$ cat src/rtl/alle_store.sv
`timescale 1ns / 1ps

module alle_store #(
    parameter int SW         = 8,
    parameter int NSLOTS     = 256,
    parameter int DATA_WIDTH = 32
) (
    input  logic                  i_clk,
    input  logic                  i_rd_en,
    input  logic [SW-1:0]         i_rd_a,
    input  logic [SW-1:0]         i_rd_b,
    output logic [SW:0]           o_nx_a,
    output logic [SW:0]           o_nx_b,
    output logic [SW-1:0]         o_pv_a,
    input  logic                  i_nx_we,
    input  logic [SW-1:0]         i_nx_wa,
    input  logic [SW:0]           i_nx_wd,
    input  logic                  i_pv_we,
    input  logic [SW-1:0]         i_pv_wa,
    input  logic [SW-1:0]         i_pv_wd,
    input  logic                  i_dt_we,
    input  logic [SW-1:0]         i_dt_wa,
    input  logic [DATA_WIDTH-1:0] i_dt_wd
);

    // next memory word: {in_use, next_slot}
    logic [SW:0]           next_mem [NSLOTS];
    logic [SW-1:0]         prev_mem [NSLOTS];
    logic [DATA_WIDTH-1:0] data_mem [NSLOTS];

    always_ff @(posedge i_clk) begin
        if (i_nx_we) begin
            next_mem[i_nx_wa] <= i_nx_wd;
        end
        if (i_rd_en) begin
            o_nx_a <= next_mem[i_rd_a];
            o_nx_b <= next_mem[i_rd_b];
        end
    end

    always_ff @(posedge i_clk) begin
        if (i_pv_we) begin
            prev_mem[i_pv_wa] <= i_pv_wd;
        end
        if (i_rd_en) begin
            o_pv_a <= prev_mem[i_rd_a];
        end
    end

    always_ff @(posedge i_clk) begin
        if (i_dt_we) begin
            data_mem[i_dt_wa] <= i_dt_wd;
        end
    end

endmodule

$ cat config.mk
export PLATFORM = sky130hd
export DESIGN_NAME = alle_store
export DESIGN_NICKNAME = d
export VERILOG_FILES = /design/src/rtl/alle_store.sv
export SDC_FILE = /design/constraint.sdc
export NUM_CORES = 2
export LEC_CHECK = 0
export BUFFER_PORTS_ARGS = -buffer_cell sky130_fd_sc_hd__buf_2
export CORE_MARGIN = 3
export CORE_UTILIZATION = 25
export DETAILED_ROUTE_END_ITERATION = 12
export GPL_ROUTABILITY_DRIVEN = 0
export PLACE_DENSITY = 0.5
export SLEW_MARGIN = 20
export SYNTH_ARGS = -nofsm -noshare
export SYNTH_HDL_FRONTEND = slang
export SYNTH_MEMORY_MAX_BITS = 65536
export SYNTH_SLANG_ARGS = --single-unit
$ cat constraint.sdc
create_clock -name i_clk -period 4.65 [get_ports i_clk]
set_input_delay 0.2325 -clock i_clk [delete_from_list [all_inputs] [get_ports i_clk]]
set_output_delay 0.2325 -clock i_clk [all_outputs]
set_load 0.1 [all_outputs]
==> results.toml <==
[outcome]
status = "completed"

[detailed_routing]
drt_first_pass_iters = 6
route.detailed.drc = 0
vias = 103000
wire_per_inst_um = 29.9
drt_iter0_drc = 11900
ant_nets = 0
routed_via_density = 4.97
wl_um = 618000

[global_routing]
grtUsageTotal_pct = 15.5
grt_max_degree = 191
grt_pass1_vias = 103000
antenna_found_initial = 56
grt_overflow = 0
grt_pass1_wl_um = 851000

[synthesis]
synthCells = 9569
syn_nets = 9663
synth_area_um2 = 189000
synth_top_cell_by_area = "edfxtp_1"
synth_flop_cell = "edfxtp_1"
synth_cell_types = 75
ys_seq_area_share_pct = 69.4
ys_async_sr_fraction_pct = 0
synth_top_area_share_pct = 69.4
synth_edf_count = 4378
ys_top_cells_by_area = "edfxtp_1 (69%), mux4_2 (16%), mux2i_1 (4.9%), o221ai_1 (1.7%), nor2_1 (1.1%)"
yosys_register_bits = 4378
yosys_warnings = 0
synth_area_per_cell_um2 = 19.8

[power_and_ir_drop]
swShare_pct = 23.3
switching_power_mw = 20.0
intPower_mw = 65.7
seq_power_share_pct = 50.9
powerDensity_nw_per_um2 = 390
power_frac_clock_pct = 41.7
ir_drop_v = 0.000388
p_comb_share_pct = 7.4
leakagePower_nw = 68.5
finalPower_mw = 85.7

[clocking]
htreeDepth = 5
clock_latency_ns = 1.04
cts_hold_buf = 33
cts_tree = "yes"
cts_made_buffers = 452
cts_repair_resize_count = 0
cts_setup_buffers = 0
clock_sinks = 4378
cts_root_buf = "clkbuf_16"
clockBufferDepth = 4
path_clk_slew_ns = 0.06

[die]
start_util_pct = 25.1
rows = 319
coreArea_um2 = 755000
die_area_um2 = 768000
die_w_um = 876
die_h_um = 876
ios = 120

[timing]
worstMarginPinSlew_ns = 1.19
rsz0062_at_grt = "no"
setup_tns_ns = 0
relSlewSlack_pct = 20.1
period_needed_ns = 3.11
skew_ns = 0.0740
finalHoldViolCount = 0
period_share_pct = 66.9
setup_viol = 0
fin_hold_ws_ns = 0.103
slew_violations = 0
timing.fmax_mhz = 322

[min_path]
hold_class = "input pin to flop"

[placement]
dp_hpwl_um = 401000
numPortBuffers = 78
dpl-instance-area_um2 = 205000

[setup_path]
slowest_stage = "a221oi_1"
critPathKind = "flop to flop"
crit_required_ns = 5.38
critPathCaptureType = "flop"
critPathLaunchType = "flop"
crit_arrival_ns = 3.84
slowest_delay_ns = 0.87
crit_family = "compound AO/OA/AOI/OAI gates"
cp_max_fo = 2
path_cells = "mux4_2 -> mux2_2 -> a221oi_1 -> o31ai_1 -> o32ai_1 -> buf_4 -> nor4_4"
path_buf_inv = 1

[finish]
fin_nets = 10300
syn2layout_area_growth_pct = 16.1
fillers = 74000
fin_area_um2 = 220000
layout-drive-gt1-share_pct = 28.0
mostFrequentLayoutCells = "edfxtp_1 (4378), mux4_2 (1355), mux2i_1 (931), buf_4 (661), nor2_1 (544)"
layout_commonest_cell = "edfxtp_1"
fin_util_pct = 29.1

[job]
drv_cap = 0
[flip-flops by register name (all words and copies together) (netlist names)]
name / cells
o_nx_a: 9
o_nx_b: 9
next_mem: 2304
prev_mem: 2048
o_pv_a: 8
[worst min-delay path: cells and delay by family]
kind / cells / cell delay [ns]
buffers and inverters: 2 / 0.47
and+or+nand+nor: 1 / 0.24
[layer usage]
| metal | up-vias | track usage [%] | routed length (µm) | part of all wire (%) |
|---|---|---|---|---|
| met5 | - | 0 | 90 | 0.015 |
| met4 | 16 | 3.84 | 16900 | 2.7 |
| met3 | 803 | 2.73 | 44500 | 7.2 |
| met2 | 3882 | 24.7 | 287000 | 46 |
| met1 | 55900 | 21.9 | 270000 | 44 |
| li1 | 42200 | - | - | - |
[kinds of logic (layout without fill, tap and decap cells)]
| family | after synthesis | count (layout) | share of synthesized area, % |
|---|---|---|---|
| other | 0 | 22 | 0 |
| buffers and inverters | 711 | 1703 | 2.41 |
| muxes | 2360 | 2360 | 21.6 |
| and+or+nand+nor | 1066 | 1066 | 2.50 |
| AOI/OAI and AO/OA | 1054 | 1054 | 4.10 |
| DFF | 4378 | 4378 | 69.4 |
[cell type report]
cell class                      count  area (µm²)  share of cell area (%)
Clock buffer                      558       11800                    5.38
Clock inverter                    278        2430                    1.10
Tap cell                        10100       12700                    5.75
Timing Repair Buffer              860        7720                    3.51
Inverter                            7        58.8                  0.0267
Antenna cell                       22        55.1                  0.0250
Multi-Input combinational cell   4480       53700                    24.4
Sequential cell                  4378      131000                    59.8
[synthesized netlist by cell type, drive strengths merged (3+ instances only)]
library cell and n:
a211oi 16, a32oi 5, o21a 9, dlygate4sd1 3
nand4 20, o311ai 13, a22oi 34, or3b 3
nor2 561, o2111ai 9, o21ai 38, mux2i 931
o22ai 199, nand2b 11, nor3 151, o22a 8
a21oi 204, or2 8, o32ai 6, and2 8
nor2b 21, nor4 58, nand3 73, a2111oi 15
a31oi 4, buf 381, mux2 60, clkbuf 319
nand2 132, o221ai 366, and3 4, o211ai 4
mux4 1369, inv 6, nor4b 4, a221oi 33
a211o 14, a22o 51, edfxtp 4378, o31ai 17
[power by group through the flow]
stage	clock network, mW	registers [mW]	logic (mW)
2_1_floorplan	0	44.6	3.30
3_3_place_gp	0	44.5	6.31
3_5_place_dp	0	44.5	6.33
4_1_cts	36.4	43.7	6.38
5_1_grt	38.1	43.7	6.61
6_report	35.7	43.7	6.33
[through the flow]
stage	worst slack, ns	instances
after detailed placement	0.644	19800
after floorplan	2.07	9569
final	1.54	20700
after global routing	1.50	20700
after global placement	0.722	19800
after CTS	1.53	20700
[path summary, 6_finish.rpt]
path,from,end,slack [ns],cells past startpoint
worst max register to register,next_mem[131][2],o_nx_a[2],1.54,7
worst min register to register,next_mem[202][1],o_nx_a[1],1.09,4
worst min-delay path,i_pv_wa[0],prev_mem[88][7],0.10,3
worst max-delay path,next_mem[131][2],o_nx_a[2],1.54,7
No activity file was read; power rests on OpenSTA's default activity.
